===== src/avlp_pkg.sv =====
// Package for the attribute/value line parser.
// Holds widths, character codes, status codes and the tracker-to-resolver struct.
package avlp_pkg;

    localparam int MaxLineLen = 4096;
    localparam int PosW       = $clog2(MaxLineLen + 1);
    localparam int SpanW      = 13;
    localparam int NumSep     = 3;
    localparam int CfgW       = 1;
    localparam int CfgIdxW    = 3;

    localparam logic [CfgIdxW-1:0] CFG_SKIP_VALUES = 3'd0;
    localparam logic [CfgIdxW-1:0] CFG_AUTO_VALUE  = 3'd1;
    localparam logic [CfgIdxW-1:0] CFG_KEEP_WS     = 3'd2;
    localparam logic [CfgIdxW-1:0] CFG_NO_EQUAL    = 3'd3;
    localparam logic [CfgIdxW-1:0] CFG_NO_TAB      = 3'd4;
    localparam logic [CfgIdxW-1:0] CFG_NO_SPACE    = 3'd5;
    localparam logic [CfgIdxW-1:0] CFG_LOWER_ATTR  = 3'd6;

    localparam logic [7:0] CH_EQUAL = 8'h3D;
    localparam logic [7:0] CH_TAB   = 8'h09;
    localparam logic [7:0] CH_SPACE = 8'h20;
    localparam logic [7:0] CH_HASH  = 8'h23;
    localparam logic [7:0] CH_CR    = 8'h0D;

    localparam logic [2:0] ST_BLANK   = 3'd0;
    localparam logic [2:0] ST_COMMENT = 3'd1;
    localparam logic [2:0] ST_ATTRVAL = 3'd2;
    localparam logic [2:0] ST_BROKEN  = 3'd3;
    localparam logic [2:0] ST_NOATTR  = 3'd4;

    typedef logic [PosW-1:0] t_pos;

    typedef struct packed {
        logic                skip_values;
        logic                auto_value;
        logic                keep_ws;
        logic [NumSep-1:0]   sep_off;
        logic                lower_attr;
    } t_cfg;

    // Snapshot of one finished line
    typedef struct packed {
        t_pos                position;
        t_pos                first_pos;
        t_pos                end_pos;
        logic                text_seen;
        logic                first_hash;
        logic                overflow;
        logic [NumSep-1:0]   sep_found;
        t_pos [NumSep-1:0]   sep_pos;
        t_pos [NumSep-1:0]   aend;
        logic [NumSep-1:0]   vt_seen;
        t_pos [NumSep-1:0]   vt_pos;
    } t_line;

    function automatic logic is_ws(input logic [7:0] c);
        return (c == CH_SPACE) || (c >= CH_TAB && c <= CH_CR);
    endfunction

endpackage


===== src/avlp_front.sv =====
// Front end: per-byte trackers for one line.
// Depends on avlp_pkg; emits one line snapshot per closed line.
module avlp_front (
    input  logic            i_clk,
    input  logic            i_rst_n,
    input  logic            i_valid,
    output logic            o_stall,
    input  logic [7:0]      i_character,
    input  logic            i_last,
    input  logic            i_empty_line,
    output logic            o_line_valid,
    output avlp_pkg::t_line o_line,
    input  logic            i_line_stall
);
    import avlp_pkg::*;

    t_line r_st, n_st, cur;
    logic  take, sp, closing;

    assign o_stall = i_line_stall;
    assign take    = i_valid && !i_line_stall;
    assign closing = i_last || i_empty_line;
    assign sp      = is_ws(i_character);

    always_comb begin
        logic [7:0] sc [NumSep];
        sc[0] = CH_EQUAL; sc[1] = CH_TAB; sc[2] = CH_SPACE;
        cur = r_st;
        if (!i_empty_line) begin
            if (r_st.position >= t_pos'(MaxLineLen)) begin
                cur.overflow = 1'b1;
            end else begin
                for (int k = 0; k < NumSep; k++) begin
                    if (!sp && r_st.sep_found[k] && !r_st.vt_seen[k]) begin
                        cur.vt_seen[k] = 1'b1;
                        cur.vt_pos[k]  = r_st.position;
                    end
                    if (i_character == sc[k] && !r_st.sep_found[k]
                        && (r_st.text_seen || !sp)) begin
                        cur.sep_found[k] = 1'b1;
                        cur.sep_pos[k]   = r_st.position;
                        cur.aend[k]      = r_st.text_seen ? r_st.end_pos : r_st.position;
                    end
                end
                if (!sp) begin
                    if (!r_st.text_seen) begin
                        cur.text_seen  = 1'b1;
                        cur.first_pos  = r_st.position;
                        cur.first_hash = (i_character == CH_HASH);
                    end
                    cur.end_pos = r_st.position + t_pos'(1);
                end
                cur.position = r_st.position + t_pos'(1);
            end
        end
        n_st = r_st;
        if (take) n_st = closing ? '0 : cur;
    end

    always_ff @(posedge i_clk) begin
        if (!i_rst_n) begin
            r_st <= '0;
        end else begin
            r_st <= n_st;
        end
    end

    assign o_line_valid = take && closing;
    assign o_line       = cur;
endmodule


===== src/avlp_queue.sv =====
// Two-entry queue of line snapshots between tracker and resolver.
// Depends on avlp_pkg.
module avlp_queue (
    input  logic            i_clk,
    input  logic            i_rst_n,
    input  logic            i_valid,
    input  avlp_pkg::t_line i_line,
    output logic            o_stall,
    output logic            o_valid,
    output avlp_pkg::t_line o_line,
    input  logic            i_stall
);
    import avlp_pkg::*;

    t_line      r_mem [2];
    logic       r_wp, r_rp;
    logic [1:0] r_cnt;
    logic       push, pop;

    assign o_stall = (r_cnt == 2'd2);
    assign push    = i_valid && !o_stall;
    assign o_valid = (r_cnt != 2'd0);
    assign pop     = o_valid && !i_stall;
    assign o_line  = r_mem[r_rp];

    always_ff @(posedge i_clk) begin
        if (push) r_mem[r_wp] <= i_line;
        if (!i_rst_n) begin
            r_wp <= 1'b0; r_rp <= 1'b0; r_cnt <= 2'd0;
        end else begin
            if (push) r_wp <= ~r_wp;
            if (pop)  r_rp <= ~r_rp;
            r_cnt <= r_cnt + 2'(push) - 2'(pop);
        end
    end
endmodule


===== src/avlp_back.sv =====
// Back end: classify a finished line and compute spans, registered output.
// Depends on avlp_pkg.
module avlp_back (
    input  logic                         i_clk,
    input  logic                         i_rst_n,
    input  logic                         i_valid,
    input  avlp_pkg::t_line              i_line,
    output logic                         o_stall,
    input  avlp_pkg::t_cfg               i_cfg,
    output logic                         o_valid,
    input  logic                         i_stall,
    output logic [2:0]                   o_status,
    output logic                         o_error,
    output logic [avlp_pkg::SpanW-1:0]   o_attr_start,
    output logic [avlp_pkg::SpanW-1:0]   o_attr_length,
    output logic [avlp_pkg::SpanW-1:0]   o_value_start,
    output logic [avlp_pkg::SpanW-1:0]   o_value_length,
    output logic                         o_value_is_auto,
    output logic                         o_lowercase_attr,
    output logic                         o_too_long
);
    import avlp_pkg::*;

    logic       r_valid, take;
    logic [2:0] status;
    t_pos       as, al, vs, vl, s, f, r, aend;
    logic       isauto, novals, trim, hit_any;
    logic [1:0] hit;

    assign o_stall = r_valid && i_stall;
    assign take    = i_valid && !o_stall;

    always_comb begin
        novals  = i_cfg.skip_values || (&i_cfg.sep_off);
        trim    = !i_cfg.keep_ws || novals;
        s       = trim ? i_line.end_pos : i_line.position;
        f       = i_line.first_pos;
        status  = ST_BLANK;
        as = '0; al = '0; vs = '0; vl = '0; isauto = 1'b0;
        hit_any = 1'b0; hit = 2'd0;
        for (int k = NumSep - 1; k >= 0; k--) begin
            if (i_line.sep_found[k] && !i_cfg.sep_off[k] && i_line.sep_pos[k] < s) begin
                hit_any = 1'b1; hit = 2'(k);
            end
        end
        aend = i_line.aend[hit];
        if (!i_cfg.keep_ws)
            r = i_line.vt_seen[hit] ? i_line.vt_pos[hit] : s;
        else
            r = i_line.sep_pos[hit] + t_pos'(1);
        if (!i_line.text_seen) begin
            status = ST_BLANK;
        end else if (i_line.first_hash) begin
            status = ST_COMMENT;
        end else if (novals || (!hit_any && i_cfg.auto_value)) begin
            status = ST_ATTRVAL; as = f; al = s - f;
            if (i_cfg.auto_value) begin vl = t_pos'(1); isauto = 1'b1; end
        end else if (!hit_any) begin
            status = ST_BROKEN;
        end else if (aend <= f) begin
            status = ST_NOATTR;
        end else begin
            status = ST_ATTRVAL; as = f; al = aend - f; vs = r; vl = s - r;
        end
    end

    always_ff @(posedge i_clk) begin
        if (take) begin
            o_status         <= status;
            o_error          <= (status == ST_BROKEN) || (status == ST_NOATTR);
            o_attr_start     <= SpanW'(as);
            o_attr_length    <= SpanW'(al);
            o_value_start    <= SpanW'(vs);
            o_value_length   <= SpanW'(vl);
            o_value_is_auto  <= isauto;
            o_lowercase_attr <= (status == ST_ATTRVAL) && i_cfg.lower_attr;
            o_too_long       <= i_line.overflow;
        end
        if (!i_rst_n) begin
            r_valid <= 1'b0;
        end else if (take) begin
            r_valid <= 1'b1;
        end else if (!i_stall) begin
            r_valid <= 1'b0;
        end
    end

    assign o_valid = r_valid;
endmodule


===== src/attribute_value_line_parser.sv =====
// Top level of the attribute/value line parser.
// Depends on avlp_pkg, avlp_front, avlp_queue and avlp_back.
// Accepts one word (one byte of a line) per cycle unless o_stall is high; the
// per-byte tracker updates its registered state as each byte is taken. A word
// with i_last or i_empty_line closes the line and yields one result word after
// the two-entry queue and the registered resolver stage. Lines of more than
// 4096 bytes are parsed on their first 4096 bytes and flagged with
// o_too_long. Configuration takes effect for lines resolved after the write;
// write only while idle.
module attribute_value_line_parser (
    input  logic                       i_clk,
    input  logic                       i_rst_n,
    input  logic                       i_valid,
    output logic                       o_stall,
    input  logic [7:0]                 i_character,
    input  logic                       i_last,
    input  logic                       i_empty_line,
    input  logic                       i_cfg_we,
    input  logic [avlp_pkg::CfgIdxW-1:0] i_cfg_index,
    input  logic [avlp_pkg::CfgW-1:0]  i_cfg_data,
    output logic                       o_valid,
    input  logic                       i_stall,
    output logic [2:0]                 o_status,
    output logic                       o_error,
    output logic [avlp_pkg::SpanW-1:0] o_attr_start,
    output logic [avlp_pkg::SpanW-1:0] o_attr_length,
    output logic [avlp_pkg::SpanW-1:0] o_value_start,
    output logic [avlp_pkg::SpanW-1:0] o_value_length,
    output logic                       o_value_is_auto,
    output logic                       o_lowercase_attr,
    output logic                       o_too_long
);
    import avlp_pkg::*;

    t_cfg  r_cfg;
    t_line f_line, q_line;
    logic  f_valid, f_stall, q_valid, q_stall;

    // Hold configuration registers
    always_ff @(posedge i_clk) begin
        if (!i_rst_n) begin
            r_cfg <= '0;
        end else if (i_cfg_we) begin
            unique case (i_cfg_index)
                CFG_SKIP_VALUES: r_cfg.skip_values <= i_cfg_data[0];
                CFG_AUTO_VALUE:  r_cfg.auto_value  <= i_cfg_data[0];
                CFG_KEEP_WS:     r_cfg.keep_ws     <= i_cfg_data[0];
                CFG_NO_EQUAL:    r_cfg.sep_off[0]  <= i_cfg_data[0];
                CFG_NO_TAB:      r_cfg.sep_off[1]  <= i_cfg_data[0];
                CFG_NO_SPACE:    r_cfg.sep_off[2]  <= i_cfg_data[0];
                CFG_LOWER_ATTR:  r_cfg.lower_attr  <= i_cfg_data[0];
                default: ;
            endcase
        end
    end

    avlp_front u_front (
        .i_clk, .i_rst_n, .i_valid, .o_stall,
        .i_character, .i_last, .i_empty_line,
        .o_line_valid(f_valid), .o_line(f_line), .i_line_stall(f_stall)
    );

    avlp_queue u_queue (
        .i_clk, .i_rst_n, .i_valid(f_valid), .i_line(f_line), .o_stall(f_stall),
        .o_valid(q_valid), .o_line(q_line), .i_stall(q_stall)
    );

    avlp_back u_back (
        .i_clk, .i_rst_n, .i_valid(q_valid), .i_line(q_line), .o_stall(q_stall),
        .i_cfg(r_cfg), .o_valid, .i_stall,
        .o_status, .o_error, .o_attr_start, .o_attr_length,
        .o_value_start, .o_value_length, .o_value_is_auto,
        .o_lowercase_attr, .o_too_long
    );
endmodule


===== config.mk =====
export PLATFORM = sky130hd
export DESIGN_NAME = attribute_value_line_parser
export DESIGN_NICKNAME = d
export VERILOG_FILES = /design/src/avlp_pkg.sv /design/src/avlp_front.sv /design/src/avlp_queue.sv /design/src/avlp_back.sv /design/src/attribute_value_line_parser.sv
export SDC_FILE = /design/constraint.sdc
export NUM_CORES = 1
export LEC_CHECK = 0
export BUFFER_PORTS_ARGS = -buffer_cell sky130_fd_sc_hd__buf_4
export CAP_MARGIN = 20
export CORE_ASPECT_RATIO = 2
export CORE_MARGIN = 5
export CORE_UTILIZATION = 58
export CTS_BUF_LIST = sky130_fd_sc_hd__clkbuf_4
export DETAILED_ROUTE_END_ITERATION = 7
export HOLD_SLACK_MARGIN = 0.05
export PLACE_DENSITY = 0.79
export SLEW_MARGIN = 20
export SYNTH_ARGS = -nofsm -noshare
export SYNTH_HDL_FRONTEND = slang
export SYNTH_SLANG_ARGS = --single-unit

===== constraint.sdc =====
create_clock -name i_clk -period 10.35 [get_ports i_clk]
set_clock_uncertainty 0.1 [all_clocks]
set_input_delay 1.5525 -clock i_clk [delete_from_list [all_inputs] [get_ports i_clk]]
set_output_delay 1.5525 -clock i_clk [all_outputs]
set_load 0.02 [all_outputs]

## Yosys cells after proc, flatten, opt, wreduce, memory -nomap -nowiden

Memory sizes are Yosys's and may differ from the RTL's. A register that Yosys moved wholly into a read port is not among the register bits.
Cells that the tools add are included.

- Reductions and logical operators: 60
- $add $sub $neg: 7
- Bitwise operators: 5
- Magnitude comparators: 8
- Multiplexer cells: 63
- Eq/ne operators: 15

Operators by type and width:

| operator | count |
|---|---|
| $mux 13 | 26 |
| $mux 165 | 2 |
| $mux 123 | 1 |
| $bmux 13 s2 | 3 |
| $mux 41 | 1 |
| $lt 13x13->1 | 3 |
| $sub 13x13->13 | 3 |
| $mux 28 | 1 |
| $add 13x1->13 const B | 2 |
| $logic_and 1x1->1 | 26 |
| $eq 8x6->1 const B | 3 |
| $mux 1 | 20 |
| $mux 3 | 5 |
| $logic_not 1->1 | 14 |
| $reduce_and 2->1 | 7 |
| $ge 13x13->1 const B | 1 |
| $le 13x13->1 | 1 |
| $eq 3x2->1 const B | 4 |
| $eq 3x3->1 const B | 4 |
| $eq 8x4->1 const B | 1 |
| $ge 8x4->1 const B | 1 |
| $le 8x4->1 const B | 1 |
| $logic_or 1x1->1 | 7 |
| $mux 2 | 3 |
| other kinds (14) | 18 |

- Logic and storage cells: 196
- Register bits: 236
- Memories: 1
- Bits in writable memories: 330
- Output and inout bits: 61
- Input bits: 19

Memory list:

| memory | words | width | rd ports | clocked after memory_dff | write ports | RTL line | source |
|---|---|---|---|---|---|---|---|
| u_queue.r_mem | 2 | 165 | 1 | 1 | 1 | avlp_queue.sv:15 | `t_line r_mem [2];` |

## Logic depth before layout (Yosys ltp)

- Depth in word-level cells: 19
- Gate-level depth with buffers: 39
- Mapped depth without buffers: 30

## Cells and area by module

From an unflattened synthesis, not the netlist that was laid out.

- Cells, all modules: 2207
- Area total of the unflattened synthesis: 27228.6 µm²

Modules (own cells, without submodules):

| module | area each (µm²) | cells an instance | sequential area each (µm²) | instances |
|---|---|---|---|---|
| avlp_queue | 12219.2 | 540 | 10009.6 | 1 |
| avlp_front | 8134.1 | 902 | 3303.2 | 1 |
| avlp_back | 6551.3 | 735 | 1791.7 | 1 |
| attribute_value_line_parser | 324.1 | 30 | 140.1 | 1 |

## Worst setup path before layout

OpenSTA, ideal clock, no wires.

- Kind: input port to flip-flop
- Start point: in i_valid
- End point: mem u_queue.r_mem[0][0] in the netlist's numbering (enable)
- Library setup time: 694 ps
- Buffers on the path: 0
- Slack: 592 ps
- Stages on the path: 3
- Arrival: 8964 ps
- Data required time: 9556 ps
- Cells stage by stage: nor2b_1 o21ai_0 nor2_1

- Word-level cells in the longest chain between the ends: 5

RTL lines:

| what | RTL line | source |
|---|---|---|
| from (decl) | attribute_value_line_parser.sv:13 | `input logic i_valid,` |
| $logic_and 1x1->1 | avlp_front.sv:21 | `assign take = i_valid && !i_line_stall;` |
| $logic_and 1x1->1 | avlp_front.sv:68 | `assign o_line_valid = take && closing;` |
| $logic_and 1x1->1 | avlp_queue.sv:21 | `assign push = i_valid && !o_stall;` |
| $mux 1 | avlp_queue.sv:27 | `if (push) r_mem[r_wp] <= i_line;` |
| $mux 1 (not written as such) | avlp_queue.sv:27 |  |
| to (decl) | avlp_queue.sv:15 |  |

No other way between the ends.

## Worst setup path after layout

- Start point: reg r_cfg[3] in the netlist's numbering
- End point: reg u_back.o_value_start[6] in the netlist's numbering, data pin

- Word-level cells in the longest chain between the ends: 13
- Elaborated cells between the ends (all ways): 35
- Classes of those cells: 1 x add/sub; 4 x order compare; 17 x mux; 1 x bitwise; 12 x reduce/logical

RTL lines:

| what | RTL line | source |
|---|---|---|
| from (decl) | attribute_value_line_parser.sv:35 | `t_cfg r_cfg;` |
| $reduce_and 3->1 | avlp_back.sv:34 | `novals = i_cfg.skip_values \|\| (&i_cfg.sep_off);` |
| $logic_or 1x1->1 | avlp_back.sv:34 |  |
| $logic_or 1x1->1 | avlp_back.sv:35 | `trim = !i_cfg.keep_ws \|\| novals;` |
| $mux 13 | avlp_back.sv:36 | `s = trim ? i_line.end_pos : i_line.position;` |
| $lt 13x13->1 | avlp_back.sv:42 | `if (i_line.sep_found[k] && !i_cfg.sep_off[k] && i_line.sep_pos[k] < s) begin` |
| $logic_and 1x1->1 | avlp_back.sv:42 |  |
| $mux 2 or $mux 1 (tied branches) (3 in series) | avlp_back.sv:42 |  |
| $bmux 13 s2 (tied with other cells) | avlp_back.sv:46 | `aend = i_line.aend[hit];` |
| $mux 13 (not written as such) (tied with other cells) | avlp_back.sv:46 |  |
| $le 13x13->1 (tied with other cells) | avlp_back.sv:60 | `end else if (aend <= f) begin` |
| $reduce_or 5->1 (no source line) or $mux 13 (tied branches) | -- |  |
| to (signal assigned) | avlp_back.sv:73 | `o_value_start <= SpanW'(vs);` |
| to (decl) | avlp_back.sv:16 | `output logic [avlp_pkg::SpanW-1:0] o_value_start,` |

Several ways; a longest one is shown, not always the timed one. The select of a mux whose other input is x is not followed.
A chain may end at the register's enable or synchronous reset.

==> metrics.txt <==
Worst setup SP type flip-flop; critical path class reg2reg; P_leak 10.5 nW; post-CTS resize count 0; Post-CTS Hold Buffers 0; Final ANT Viol Nets 0; switching part of the total 39.4%; slew margin rel. 22.9%; HP Class reg2reg; Nets 2321; die width 160 um; number of H-tree levels 3; Placement Rows 110; RSZ-0062 raised after global routing false; pin count of the biggest net entering global routing 115; critical path peak fanout 26; hold slack 333 ps; Seq/Total Area, Yosys 58.0%; port bufs 79; slowest stage cell, crit path a2111oi_0; MaxCap Viol Count 0; Worst-Skew Late Latency 860 ps; Clock Sinks 567; Worst-Margin Slew 1140 ps; vias in the first global route 18300; Yosys reg bits 567; worst slack at placement 1800 ps; Initial DRC Count 1410; part of the power in the clock network 20.7%; Placed Area 27300 um2; Cell Area, Synth 26300 um2; # setup viols final 0; CTS buffer count 113; GRT Overall Usage 27.4%; Internal Power 4.81 mW; fin util 64.3%; area of the multi-input gates 10400 um2; Area growth syn-to-layout 9.79%; critical path data arrival time 9150 ps; Design Power 7.94 mW; initial core utilization 58.5%; r2r setup slk 1650 ps; final worst-path cycle share 84.1%; via count 17900; Post-Layout Cell Count 2881; Req. time, crit path 10800 ps; Final Max Tran Viols 0; routed len/inst 24.0 um; Vias/cell 6.21; synth top area cells edfxtp_1 44%, dfxtp_1 14%, mux2_2 5.7%; Crit. End Element flip-flop; share of cells above drive strength 1 20.5%; CTS tree built; Synth warnings 0; drt first pass iters 6; status completed; combinational share of power 44.0%; Power Density 275 nW/um2; RD Place Congestion 1.03; final WL 69.1 mm; Flop pwr share 35.3%; Net Sw Power 3.12 mW; number of post-CTS setup repair buffers 0; setup ws final 1650 ps; count of final hold-check violations 0; grt ovf 0; clock-pin slew on the worst setup and hold paths 70 ps; FF/Latch Area 15200 um2; HPWL Detailed 47.6 mm; Clock Path Buffers 3; Synth top area share 44.5%; Max Fclk 115 MHz; Post-Synthesis Cells 2134; die area 49900 um2; global-route wire length before repair 105 mm; dominant cell type by area after synthesis edfxtp_1; Design Area, Final 28800 um2; Root Driver clkbuf_4; fraction of registers with async set/reset 0%; TNS Setup 0 ps; Core Region 44900 um2; placed insts 2669; Syn Area/Cell 12.3 um2; Synth cell types 80; Die Height 311 um; Synth Flop Type edfxtp_1; Fillers 3386; CP most frequent cell o21ai_0; most instantiated cells after synthesis 389 x edfxtp_1, 183 x nor2b_1, 178 x dfxtp_1, 149 x a22oi_1, 142 x nand2_1; most common cell in the synthesized netlist edfxtp_1; EDFF count, synth 389; DRC violations left 0; IO Count 80; crit-path max cell delay 610 ps; Max VDD drop 0.000315 V; minimum clock period 8700 ps; syn nets 2230; initial antenna violation count 1
## path summary, 6_finish.rpt
check                           cells after the start                      end              from
worst max-delay path                               28  u_back.o_value_start[6]          r_cfg[3]
worst min-delay path                                2         u_front.r_st[93]  u_front.r_st[93]
worst max register to register                     28  u_back.o_value_start[6]          r_cfg[3]
worst min register to register                      2         u_front.r_st[93]  u_front.r_st[93]
## cells in the final DEF, fill, tap and decap left out, types with 73 or more instances in the layout
cell type  instances
a21oi_1           87
nor2b_1          183
nand2_1          142
mux2i_1           73
ha_1              74
mux2_2           133
nor2_1           124
buf_4            108
o21ai_0           76
clkbuf_4         169
edfxtp_1         389
dfxtp_1          177
a22oi_1          149
## power groups by stage
| stage | Sequential [mW] | Combinational, mW | Clock (mW) |
|---|---|---|---|
| floorplan | 2.98 | 2.24 | 0 |
| global placement | 2.84 | 3.42 | 0 |
| detailed placement | 2.85 | 3.45 | 0 |
| CTS | 2.80 | 3.46 | 1.68 |
| global route | 2.82 | 3.73 | 1.79 |
| finish | 2.80 | 3.49 | 1.64 |
## kinds of logic after synthesis
kind of cell             count (synthesis)  synth area share [%]
buffers and inverters                  171                  2.60
AO/OA/AOI/OAI                          457                  12.2
XOR/XNOR                                64                  2.16
AND/OR/NAND/NOR                        573                  11.2
flip-flops                             567                  58.0
multiplexers                           225                  10.1
adder cells (fa/ha/maj)                 77                  3.75
## worst max-delay path: cells and delay by family (launching register included)
family | cells | cell delay (ps)
buffers and inverters | 3 | 830
AND/OR/NAND/NOR | 5 | 1310
multiplexers | 1 | 520
adder cells (fa/ha/maj) | 2 | 600
AO/OA/AOI/OAI | 17 | 4640
flip-flops | 1 | 380
## registers in the layout (all words and copies together) (netlist names), 3 cells and up, named ones only
| name | count |
|---|---|
| u_queue.r_mem | 330 |
| u_back.o_attr_start | 13 |
| u_back.o_attr_length | 13 |
| u_back.o_status | 3 |
| r_cfg | 7 |
| u_front.r_st | 165 |
| u_back.o_value_length | 13 |
| u_back.o_value_start | 13 |
## layout make-up
class | instances | share of cell area (%)
diodes | 2 | 0.0174
clock buffers | 169 | 4.40
clock inverters | 40 | 0.855
inverters | 38 | 0.495
multi-input cells | 1396 | 36.0
flip-flops and latches | 567 | 52.9
well taps | 560 | 2.43
repair buffers | 109 | 2.88
## per-layer routing
layer / routed length, um / part of all wire [%] / GRT usage (%) / vias to the layer above
met5: 0 / 0 / 0 / -
met4: 4410 / 6.4 / 16.3 / 0
met3: 4140 / 6.0 / 4.67 / 181
met2: 35900 / 52 / 48.2 / 752
met1: 24700 / 36 / 30.8 / 8780
li1: - / - / - / 8183
Power figures use the tool's default switching activity.
